$ cat src/design/cqs_pkg.sv
// ----------------------------------------------------------------------------
// cqs_pkg: shared types and codes for the circular queue with search
// Holds the command and status codes, the item and result transfer types,
// and the command and status bundles between controller and datapath.
// ----------------------------------------------------------------------------
`default_nettype none

package cqs_pkg;

	// Width and reset value of the capacity register.
	localparam int unsigned CAP_W = 4;
	localparam logic [CAP_W-1:0] CAP_RESET = 4'd5;

	// Command codes.
	localparam logic [1:0] CMD_INSERT = 2'd0;
	localparam logic [1:0] CMD_DELETE = 2'd1;
	localparam logic [1:0] CMD_SEARCH = 2'd2;
	localparam logic [1:0] CMD_DUMP   = 2'd3;

	// Result status codes.
	localparam logic [1:0] ST_OK       = 2'd0;
	localparam logic [1:0] ST_FULL     = 2'd1;
	localparam logic [1:0] ST_EMPTY    = 2'd2;
	localparam logic [1:0] ST_NOTFOUND = 2'd3;

	typedef struct packed {
		logic [1:0]         cmd;
		logic signed [31:0] value;
	} in_t;

	typedef struct packed {
		logic [1:0]         status;
		logic signed [31:0] data;
		logic [2:0]         slot_index;
		logic               occupied;
		logic               last;
	} out_t;

	// Commands from the controller to the datapath.
	typedef struct packed {
		logic load;
		logic do_insert;
		logic do_full;
		logic do_empty;
		logic do_delete;
		logic del_emit;
		logic scan_start;
		logic scan_run;
		logic scan_dump;
	} ctl_t;

	// Status from the datapath to the controller.
	typedef struct packed {
		logic full;
		logic empty;
		logic scan_done;
	} stat_t;

endpackage

`default_nettype wire

$ cat src/design/cqs_ctrl.sv
// ----------------------------------------------------------------------------
// cqs_ctrl: command sequencer of the circular queue
// Takes a command, decides the operation from the queue status and steps
// the datapath through the insert, delete or slot scan.
// ----------------------------------------------------------------------------
`default_nettype none

module cqs_ctrl import cqs_pkg::*; (
	input  wire logic  clk,
	input  wire logic  arst_n,
	input  wire logic  start,
	input  wire logic [1:0] cmd,
	input  wire stat_t stat,
	output ctl_t       ctl,
	output logic       busy
);

	typedef enum logic [1:0] {
		S_IDLE,
		S_EXEC,
		S_DEL_OUT,
		S_SCAN
	} state_t;

	state_t     state_q;
	logic [1:0] cmd_q;
	logic       is_scan_cmd;

	assign is_scan_cmd = (cmd_q == CMD_SEARCH) || (cmd_q == CMD_DUMP);

	always_ff @(posedge clk or negedge arst_n) begin
		if (!arst_n) begin
			state_q <= S_IDLE;
			cmd_q   <= CMD_INSERT;
			busy    <= 1'b0;
		end else begin
			case (state_q)
				S_IDLE: begin
					if (start) begin
						cmd_q   <= cmd;
						busy    <= 1'b1;
						state_q <= S_EXEC;
					end
				end
				S_EXEC: begin
					if (cmd_q == CMD_INSERT || stat.empty) begin
						busy    <= 1'b0;
						state_q <= S_IDLE;
					end else if (cmd_q == CMD_DELETE) begin
						state_q <= S_DEL_OUT;
					end else begin
						state_q <= S_SCAN;
					end
				end
				S_DEL_OUT: begin
					busy    <= 1'b0;
					state_q <= S_IDLE;
				end
				S_SCAN: begin
					if (stat.scan_done) begin
						busy    <= 1'b0;
						state_q <= S_IDLE;
					end
				end
				default: begin
					busy    <= 1'b0;
					state_q <= S_IDLE;
				end
			endcase
		end
	end

	always_comb begin
		ctl            = '0;
		ctl.load       = (state_q == S_IDLE) && start;
		ctl.scan_dump  = (cmd_q == CMD_DUMP);
		ctl.del_emit   = (state_q == S_DEL_OUT);
		ctl.scan_run   = (state_q == S_SCAN);
		if (state_q == S_EXEC) begin
			ctl.do_insert  = (cmd_q == CMD_INSERT) && !stat.full;
			ctl.do_full    = (cmd_q == CMD_INSERT) && stat.full;
			ctl.do_empty   = (cmd_q != CMD_INSERT) && stat.empty;
			ctl.do_delete  = (cmd_q == CMD_DELETE) && !stat.empty;
			ctl.scan_start = is_scan_cmd && !stat.empty;
		end
	end

endmodule

`default_nettype wire

$ cat src/design/cqs_datapath.sv
// ----------------------------------------------------------------------------
// cqs_datapath: slot memory, ring pointers and scan pipeline
// Holds the capacity register, head, tail and count, the slot memory with a
// registered read port, the one-slot-per-cycle scan and the result register.
// ----------------------------------------------------------------------------
`default_nettype none

module cqs_datapath import cqs_pkg::*; #(
	parameter int DEPTH = 8
) (
	input  wire logic             clk,
	input  wire logic             arst_n,
	input  wire logic             cfg_we,
	input  wire logic [CAP_W-1:0] cfg_data,
	input  wire logic [31:0]      value,
	input  wire ctl_t             ctl,
	output stat_t                 stat,
	output out_t                  result,
	output logic                  result_valid
);

	localparam int AW = $clog2(DEPTH);
	localparam int IW = AW + 1;
	localparam int CW = $clog2(DEPTH + 1);
	localparam int DW = IW + 1;
	localparam int EW = (CW > CAP_W) ? CW : CAP_W;
	localparam logic [EW-1:0] DEPTH_E = EW'(DEPTH);
	localparam logic [IW-1:0] LAST_SLOT = IW'(DEPTH - 1);

	logic [CAP_W-1:0] capacity_q;
	logic [EW-1:0]    cap_ext;
	logic [EW-1:0]    cap_sel;
	logic [CW-1:0]    cap_eff;
	logic [IW-1:0]    cap_i;

	logic [CW-1:0] count_q;
	logic [AW-1:0] head_q;
	logic [AW-1:0] tail_q;
	logic [31:0]   val_q;

	logic [31:0]   mem [DEPTH];
	logic [AW-1:0] rd_addr;
	logic [31:0]   rdata_s1;
	logic [AW-1:0] idx_s1;
	logic          vld_s1;
	logic [IW-1:0] scan_q;
	logic [IW-1:0] scan_limit;
	logic          issue;

	logic [IW-1:0] s_i;
	logic [IW-1:0] h_i;
	logic [DW-1:0] ring_off;
	logic          occ;
	logic          hit;
	logic          last_hit;
	logic          end_hit;

	out_t result_d;
	logic result_v_d;

	function automatic logic [AW-1:0] step_idx(input logic [AW-1:0] idx,
		input logic [IW-1:0] cap);
		logic [IW-1:0] n;
		n = IW'(idx) + IW'(1);
		return (n >= cap) ? '0 : AW'(n);
	endfunction

	// A capacity of zero acts as one, and one beyond the memory as DEPTH.
	assign cap_ext = EW'(capacity_q);
	always_comb begin
		if (cap_ext == '0) begin
			cap_sel = EW'(1);
		end else if (cap_ext > DEPTH_E) begin
			cap_sel = DEPTH_E;
		end else begin
			cap_sel = cap_ext;
		end
	end
	assign cap_eff = CW'(cap_sel);
	assign cap_i   = IW'(cap_eff);

	assign stat.full  = (count_q >= cap_eff);
	assign stat.empty = (count_q == '0);

	// Occupancy of the slot in the compare stage, taken from the walk of
	// count steps from head under the current capacity.
	assign s_i = IW'(idx_s1);
	assign h_i = IW'(head_q);
	always_comb begin
		ring_off = '0;
		if (h_i < cap_i) begin
			if (s_i >= h_i) begin
				ring_off = DW'(s_i - h_i);
			end else begin
				ring_off = DW'(s_i) + DW'(cap_i) - DW'(h_i);
			end
			occ = (s_i < cap_i) && (ring_off < DW'(count_q));
		end else begin
			occ = (idx_s1 == head_q) ||
				((s_i < cap_i) && (DW'(s_i) + DW'(1) < DW'(count_q)));
		end
	end

	assign hit      = occ && (rdata_s1 == val_q);
	assign last_hit = (s_i == cap_i - IW'(1));
	assign end_hit  = (s_i == LAST_SLOT);

	assign stat.scan_done = vld_s1 && (ctl.scan_dump ? last_hit : (hit || end_hit));

	assign scan_limit = ctl.scan_dump ? cap_i : IW'(DEPTH);
	assign issue      = ctl.scan_run && !stat.scan_done && (scan_q < scan_limit);
	assign rd_addr    = ctl.do_delete ? head_q : scan_q[AW-1:0];

	// Slot memory: one write port and one registered read port.
	always_ff @(posedge clk) begin
		if (ctl.do_insert) begin
			mem[tail_q] <= val_q;
		end
		rdata_s1 <= mem[rd_addr];
		idx_s1   <= scan_q[AW-1:0];
		if (ctl.load) begin
			val_q <= value;
		end
	end

	always_ff @(posedge clk or negedge arst_n) begin
		if (!arst_n) begin
			capacity_q <= CAP_RESET;
			count_q    <= '0;
			head_q     <= '0;
			tail_q     <= '0;
			scan_q     <= '0;
			vld_s1     <= 1'b0;
		end else begin
			if (cfg_we) begin
				capacity_q <= cfg_data;
			end
			if (ctl.do_insert) begin
				tail_q  <= step_idx(tail_q, cap_i);
				count_q <= count_q + CW'(1);
			end else if (ctl.do_delete) begin
				count_q <= count_q - CW'(1);
				if (count_q == CW'(1)) begin
					head_q <= '0;
					tail_q <= '0;
				end else begin
					head_q <= step_idx(head_q, cap_i);
				end
			end
			if (ctl.scan_start) begin
				scan_q <= '0;
				vld_s1 <= 1'b0;
			end else begin
				vld_s1 <= issue;
				if (issue) begin
					scan_q <= scan_q + IW'(1);
				end
			end
		end
	end

	always_comb begin
		result_d   = '0;
		result_v_d = 1'b0;
		if (ctl.do_full) begin
			result_d.status = ST_FULL;
			result_d.last   = 1'b1;
			result_v_d      = 1'b1;
		end else if (ctl.do_insert) begin
			result_d.status = ST_OK;
			result_d.last   = 1'b1;
			result_v_d      = 1'b1;
		end else if (ctl.do_empty) begin
			result_d.status = ST_EMPTY;
			result_d.last   = 1'b1;
			result_v_d      = 1'b1;
		end else if (ctl.del_emit) begin
			result_d.status = ST_OK;
			result_d.data   = rdata_s1;
			result_d.last   = 1'b1;
			result_v_d      = 1'b1;
		end else if (ctl.scan_run && vld_s1) begin
			if (ctl.scan_dump) begin
				result_d.status     = ST_OK;
				result_d.data       = occ ? rdata_s1 : '0;
				result_d.slot_index = 3'(idx_s1);
				result_d.occupied   = occ;
				result_d.last       = last_hit;
				result_v_d          = 1'b1;
			end else if (hit) begin
				result_d.status     = ST_OK;
				result_d.slot_index = 3'(idx_s1);
				result_d.last       = 1'b1;
				result_v_d          = 1'b1;
			end else if (end_hit) begin
				result_d.status = ST_NOTFOUND;
				result_d.last   = 1'b1;
				result_v_d      = 1'b1;
			end
		end
	end

	always_ff @(posedge clk) begin
		result <= result_d;
	end

	always_ff @(posedge clk or negedge arst_n) begin
		if (!arst_n) begin
			result_valid <= 1'b0;
		end else begin
			result_valid <= result_v_d;
		end
	end

`ifndef SYNTH
	a_empty_rewinds: assert property (@(posedge clk) disable iff (!arst_n)
		(count_q == '0) |-> (head_q == '0 && tail_q == '0))
		else $error("empty queue with pointers away from slot zero");

	a_insert_room: assert property (@(posedge clk) disable iff (!arst_n)
		ctl.do_insert |-> (count_q < cap_eff))
		else $error("insert into a full ring");

	a_count_bound: assert property (@(posedge clk) disable iff (!arst_n)
		count_q <= CW'(DEPTH))
		else $error("count exceeds the slot memory");
`endif

endmodule

`default_nettype wire

$ cat src/design/circular_queue_with_search.sv
// ----------------------------------------------------------------------------
// circular_queue_with_search: ring-buffer queue of 32-bit words with search
// Top level: joins the command sequencer and the queue datapath.
// ----------------------------------------------------------------------------
//
// A command is transferred at a rising edge where start is high and busy is
// low; item carries the command code and the word. Insert adds the word at
// the tail or reports full, delete returns the oldest word or reports empty,
// search reports the lowest slot holding the word, and dump gives one result
// per ring slot with an occupied mark. Every result is shown on result for
// exactly one cycle with result_valid high; the receiver cannot stall, so it
// must take each transfer as it comes. The final result of a command has
// result.last set.
// Insert and any command on an empty queue end in the execute state; delete
// goes on through the delete output state. The scan reads one slot per cycle
// from the slot memory's single registered read port; a search stops at its
// first hit or at the last memory slot, and a dump of a ring of capacity C
// gives its C results back to back. The capacity register is written through
// cfg_we and cfg_data; the user must write it only while idle, as the block
// does not enforce this. Reset empties the queue, sets capacity to 5 and
// drops busy; slot contents are not cleared and never need to be.
// ----------------------------------------------------------------------------
`default_nettype none

module circular_queue_with_search import cqs_pkg::*; #(
	parameter int DEPTH = 8
) (
	input  wire logic             clk,
	input  wire logic             arst_n,
	input  wire logic             start,
	output logic                  busy,
	input  wire in_t              item,
	output out_t                  result,
	output logic                  result_valid,
	input  wire logic             cfg_we,
	input  wire logic [CAP_W-1:0] cfg_data
);

	ctl_t  ctl;
	stat_t stat;

	// The sequencer owns the command code and the phase of the operation.
	cqs_ctrl u_ctrl (
		.clk    (clk),
		.arst_n (arst_n),
		.start  (start),
		.cmd    (item.cmd),
		.stat   (stat),
		.ctl    (ctl),
		.busy   (busy)
	);

	// The datapath owns the word, the ring state and the result register.
	cqs_datapath #(
		.DEPTH (DEPTH)
	) u_datapath (
		.clk          (clk),
		.arst_n       (arst_n),
		.cfg_we       (cfg_we),
		.cfg_data     (cfg_data),
		.value        (item.value),
		.ctl          (ctl),
		.stat         (stat),
		.result       (result),
		.result_valid (result_valid)
	);

`ifndef SYNTH
	a_result_in_op: assert property (@(posedge clk) disable iff (!arst_n)
		result_valid |-> $past(busy))
		else $error("result transfer with no command in progress");

	a_dump_burst: assert property (@(posedge clk) disable iff (!arst_n)
		(result_valid && !result.last) |=> result_valid)
		else $error("gap inside a dump burst");

	a_start_busy: assert property (@(posedge clk) disable iff (!arst_n)
		(start && !busy) |=> busy)
		else $error("command transfer did not raise busy");
`endif

endmodule

`default_nettype wire
$ cat config.mk
export PLATFORM = sky130hd
export DESIGN_NAME = circular_queue_with_search
export DESIGN_NICKNAME = d
export VERILOG_FILES = /design/src/design/cqs_pkg.sv /design/src/design/cqs_ctrl.sv /design/src/design/cqs_datapath.sv /design/src/design/circular_queue_with_search.sv
export SDC_FILE = /design/constraint.sdc
export NUM_CORES = 1
export LEC_CHECK = 0
export BUFFER_PORTS_ARGS = -buffer_cell sky130_fd_sc_hd__buf_4
export CAP_MARGIN = 40
export CORE_ASPECT_RATIO = 1.1
export CORE_MARGIN = 5
export CORE_UTILIZATION = 55
export CTS_CLUSTER_DIAMETER = 200
export CTS_CLUSTER_SIZE = 16
export DETAILED_ROUTE_END_ITERATION = 6
export GPL_TIMING_DRIVEN = 0
export MAX_ROUTING_LAYER = met4
export PLACE_DENSITY = 0.78
export SKIP_LAST_GASP = 1
export SYNTH_ARGS = -nofsm -noshare
export SYNTH_HDL_FRONTEND = slang
export SYNTH_SLANG_ARGS = --single-unit
$ cat constraint.sdc
create_clock -name clk -period 5.3 [get_ports clk]
set_input_delay 0 -clock clk [delete_from_list [all_inputs] [get_ports clk]]
set_output_delay 0 -clock clk [all_outputs]
set_load 0.1 [all_outputs]
==> qor.tcl <==
set qor(grt_pass1_wl_um) 48700
set qor(dp_hpwl_um) 20300
set qor(fin_crit_period_ns) 4.93
set qor(filler_cell_count) 1842
set qor(synth.yosys.warnings) 0
set qor(finalHoldViolations) 0
set qor(ff2ff_setup_slack_ns) 0.37
set qor(netlist_area_um2) 15100
set qor(routabilityCongestion) 0.855
set qor(placed_area_um2) 16500
set qor(setup-violations-final) 0
set qor(grt_start_max_net_pins) 24
set qor(yosys_most_used_dff) {sky130_fd_sc_hd__edfxtp_1}
set qor(routed_wire_length_per_instance_um) 22.4
set qor(clockBufferDepth) 3
set qor(postSynthNetCount) 922
set qor(slew_at_the_pin_closest_to_its_max_slew_limit_ns) 0.887
set qor(fp-row-count) 63
set qor(cp_cell_sequence) {inv_1, nand2_1, fa_1, inv_1, ha_1, a21o_1, a21oi_1, xor2_1, o21ai_0, ha_1, o21ai_0, a21oi_1, o21ai_0, nor3b_1, o21a_1, clkbuf_1, and2_1}
set qor(ys_top_cells_by_count) {sky130_fd_sc_hd__edfxtp_1, sky130_fd_sc_hd__dfxtp_1, sky130_fd_sc_hd__mux4_2}
set qor(number_of_clock_sinks_seen_by_cts) 387
set qor(crit_required_ns) 5.77
set qor(rsz0062_at_grt) {no}
set qor(max-slew-margin-rel_pct) 40.4
set qor(fmax_mhz) 203
set qor(cts_tree) {done}
set qor(crit_slowest_cell) {sky130_fd_sc_hd__fa_1}
set qor(syn-instance-count) 831
set qor(inserted_clock_buffers) 28
set qor(clockRootBuffer) {sky130_fd_sc_hd__clkbuf_16}
set qor(synth_enable_flop_cells) 288
set qor(maxSlewViolCount) 0
set qor(vias_per_cell) 5.70
set qor(data_arrival_time_of_the_worst_path_ns) 5.40
set qor(first_global_vias) 8339
set qor(synth_top_area_share_pct) 57.3
set qor(die_w_um) 168
set qor(core_region_area_um2) 27000
set qor(postCtsResizedCells) 0
set qor(grt_antenna_before_repair) 0
set qor(final_antenna_net_count) 0
set qor(io-pin-count) 83
set qor(worst-setup-path-type) {register to register}
set qor(totalWireLength_um) 31300
set qor(timing.final.crit_share_pct) 93.0
set qor(max-cap-violations) 0
set qor(nNetsFinal) 1111
set qor(initialDrtViolationCount) 709
set qor(timing.setup.tns_ns) 0
set qor(drtPass1Iterations) 4
set qor(remaining_overflow_grt) 0
set qor(worst_clock_skew_ns) 0.0161
set qor(overall_fraction_of_global_route_tracks_in_use_pct) 21.3
set qor(die-area_um2) 30800
set qor(critPathCaptureType) {register}
set qor(routed-via-count) 7976
set qor(clk_transition_reported_paths_ns) 0.08
set qor(netlist_top_cells_area) {sky130_fd_sc_hd__edfxtp_1, sky130_fd_sc_hd__dfxtp_1, sky130_fd_sc_hd__mux4_2, sky130_fd_sc_hd__dfrtp_1, sky130_fd_sc_hd__ha_1}
set qor(worstSkewPairLatency_ns) 0.55
set qor(final_core_util_pct) 65.9
set qor(finalHoldWorstSlack_ns) 0.163
set qor(critical_path.most_common_cell) {sky130_fd_sc_hd__o21ai_0}
set qor(synth-seq-area-share_pct) 71.3
set qor(num_antenna_cells) 0
set qor(yosysMostFrequentCell) {sky130_fd_sc_hd__edfxtp_1}
set qor(crit_fanout) 10
set qor(total_leakage_power_nw) 6.56
set qor(avgSynthCellArea_um2) 18.1
set qor(htreeDepth) 1
set qor(drive_gt1_share_pct) 26.2
set qor(critical_path.startpoint_type) {register}
set qor(drc) 0
set qor(ys_types) 50
set qor(cts_post_setup_buffers_inserted) 0
set qor(ys_ff_latch) 387
set qor(signed_area_change_from_the_synthesized_netlist_to_the_final_layout_pct) 18.2
set qor(cts_hold_buffers) 49
set qor(min_path_type) {input pin to register}
set qor(p_per_area_nw_per_um2) 528
set qor(run_status) {complete, no violations}
set qor(critPathMaxStageDelay_ns) 0.61
set qor(start_util_pct) 55.8
set qor(port_buffers) 82
set qor(die_height_um) 184
set qor(vdd_drop_max_mv) 0.445
set qor(postSynth.asyncResetShare_pct) 6.46
set qor(yosysTopAreaCell) {sky130_fd_sc_hd__edfxtp_1}
set qor(final_cell_area_um2) 17800
==> logic make-up (layout without fill, tap and decap cells) <==
group | after synthesis | in the layout | synth area share (%)
fa+ha+maj | 49 | 49 | 4.31
mux | 107 | 107 | 12.7
xor+xnor | 43 | 43 | 2.50
flops | 387 | 387 | 71.3
compound gates | 59 | 59 | 2.61
simple gates | 137 | 137 | 4.90
buf+inv | 49 | 260 | 1.61
==> worst paths after layout <==
| path | from | end | cells past startpoint |
|---|---|---|---|
| hold reg to reg | u_datapath.rdata_s1[3] | u_datapath.result[8] | 1 |
| hold / removal | item[7] | u_datapath.val_q[7] | 2 |
| min in group asynchronous | arst_n | u_datapath.cap_ext[3] | 4 |
| setup reg to reg | u_datapath.cap_ext[3] | u_datapath.result[36] | 17 |
| setup / recovery | u_datapath.cap_ext[3] | u_datapath.result[36] | 17 |
| max in group asynchronous | arst_n | u_ctrl.cmd_q[0] | 4 |
==> metrics by stage <==
step | instances | setup WS (ns) | total power [mW]
finish | 1399 | 0.370 | 9.42
global placement | 1270 | -3.00 | 7.33
global route | 1399 | 0.00763 | 9.94
detailed placement | 1297 | 0.363 | 7.44
CTS | 1398 | 0.377 | 9.47
floorplan | 831 | 0.0837 | 6.55
==> flip-flops by register name, summed over array words and instances, names as in the netlist <==
register / count
u_datapath.mem: 256
u_datapath.result: 39
u_datapath.rdata_s1: 32
u_datapath.val_q: 32
u_datapath.cap_ext: 4
u_datapath.count_q: 4
u_datapath.scan_q: 4
u_datapath.head_q: 3
u_datapath.idx_s1: 3
u_datapath.tail_q: 3
u_ctrl.cmd_q: 2
u_ctrl.state_q: 2
u_ctrl.busy: 1
u_datapath.result_valid: 1
u_datapath.vld_s1: 1
==> metal layers <==
layer	share of wire (%)	vias up	global-route usage (%)
li1	-	3575	-
met1	42	4091	28.5
met2	50	262	35.4
met3	5.9	48	2.95
met4	2.2	0	4.64
met5	0	-	-
==> cell type report <==
class / count / area, um2 / share of cell area, %
clock inverters: 1 / 16.3 / 0.0912
repair buffers: 159 / 1430 / 8.03
multi-input cells: 395 / 4130 / 23.1
clock buffers: 51 / 808 / 4.53
plain buffers: 23 / 145 / 0.814
flip-flops and latches: 387 / 10800 / 60.3
inverters: 26 / 97.6 / 0.547
well taps: 357 / 447 / 2.51
==> cells in the final DEF (no fill, tap or decap), drive strengths merged, types with 28 or more instances in the layout <==
master,netlist,final
and2,34,34
buf,12,123
clkbuf,11,62
dfxtp,74,74
dlygate4sd3,0,48
edfxtp,288,288
ha,44,44
mux2,39,39
mux4,64,64
nand2,30,30
nor2,28,28
xor2,37,37
==> worst max-delay path, delay by kind of cell, from the launching register on <==
kind | cells | cell delay (ns)
buf+inv | 3 | 0.86
simple gates | 3 | 0.90
flops | 1 | 0.49
xor+xnor | 1 | 0.18
fa+ha+maj | 3 | 1.20
compound gates | 7 | 1.22
==> report_power, final <==
part	internal, mW	switching (mW)
registers	3.76	0.358
logic	1.37	1.94
clock network	1.03	0.964
total	6.16	3.26
No activity file was read; power rests on OpenSTA's default activity.
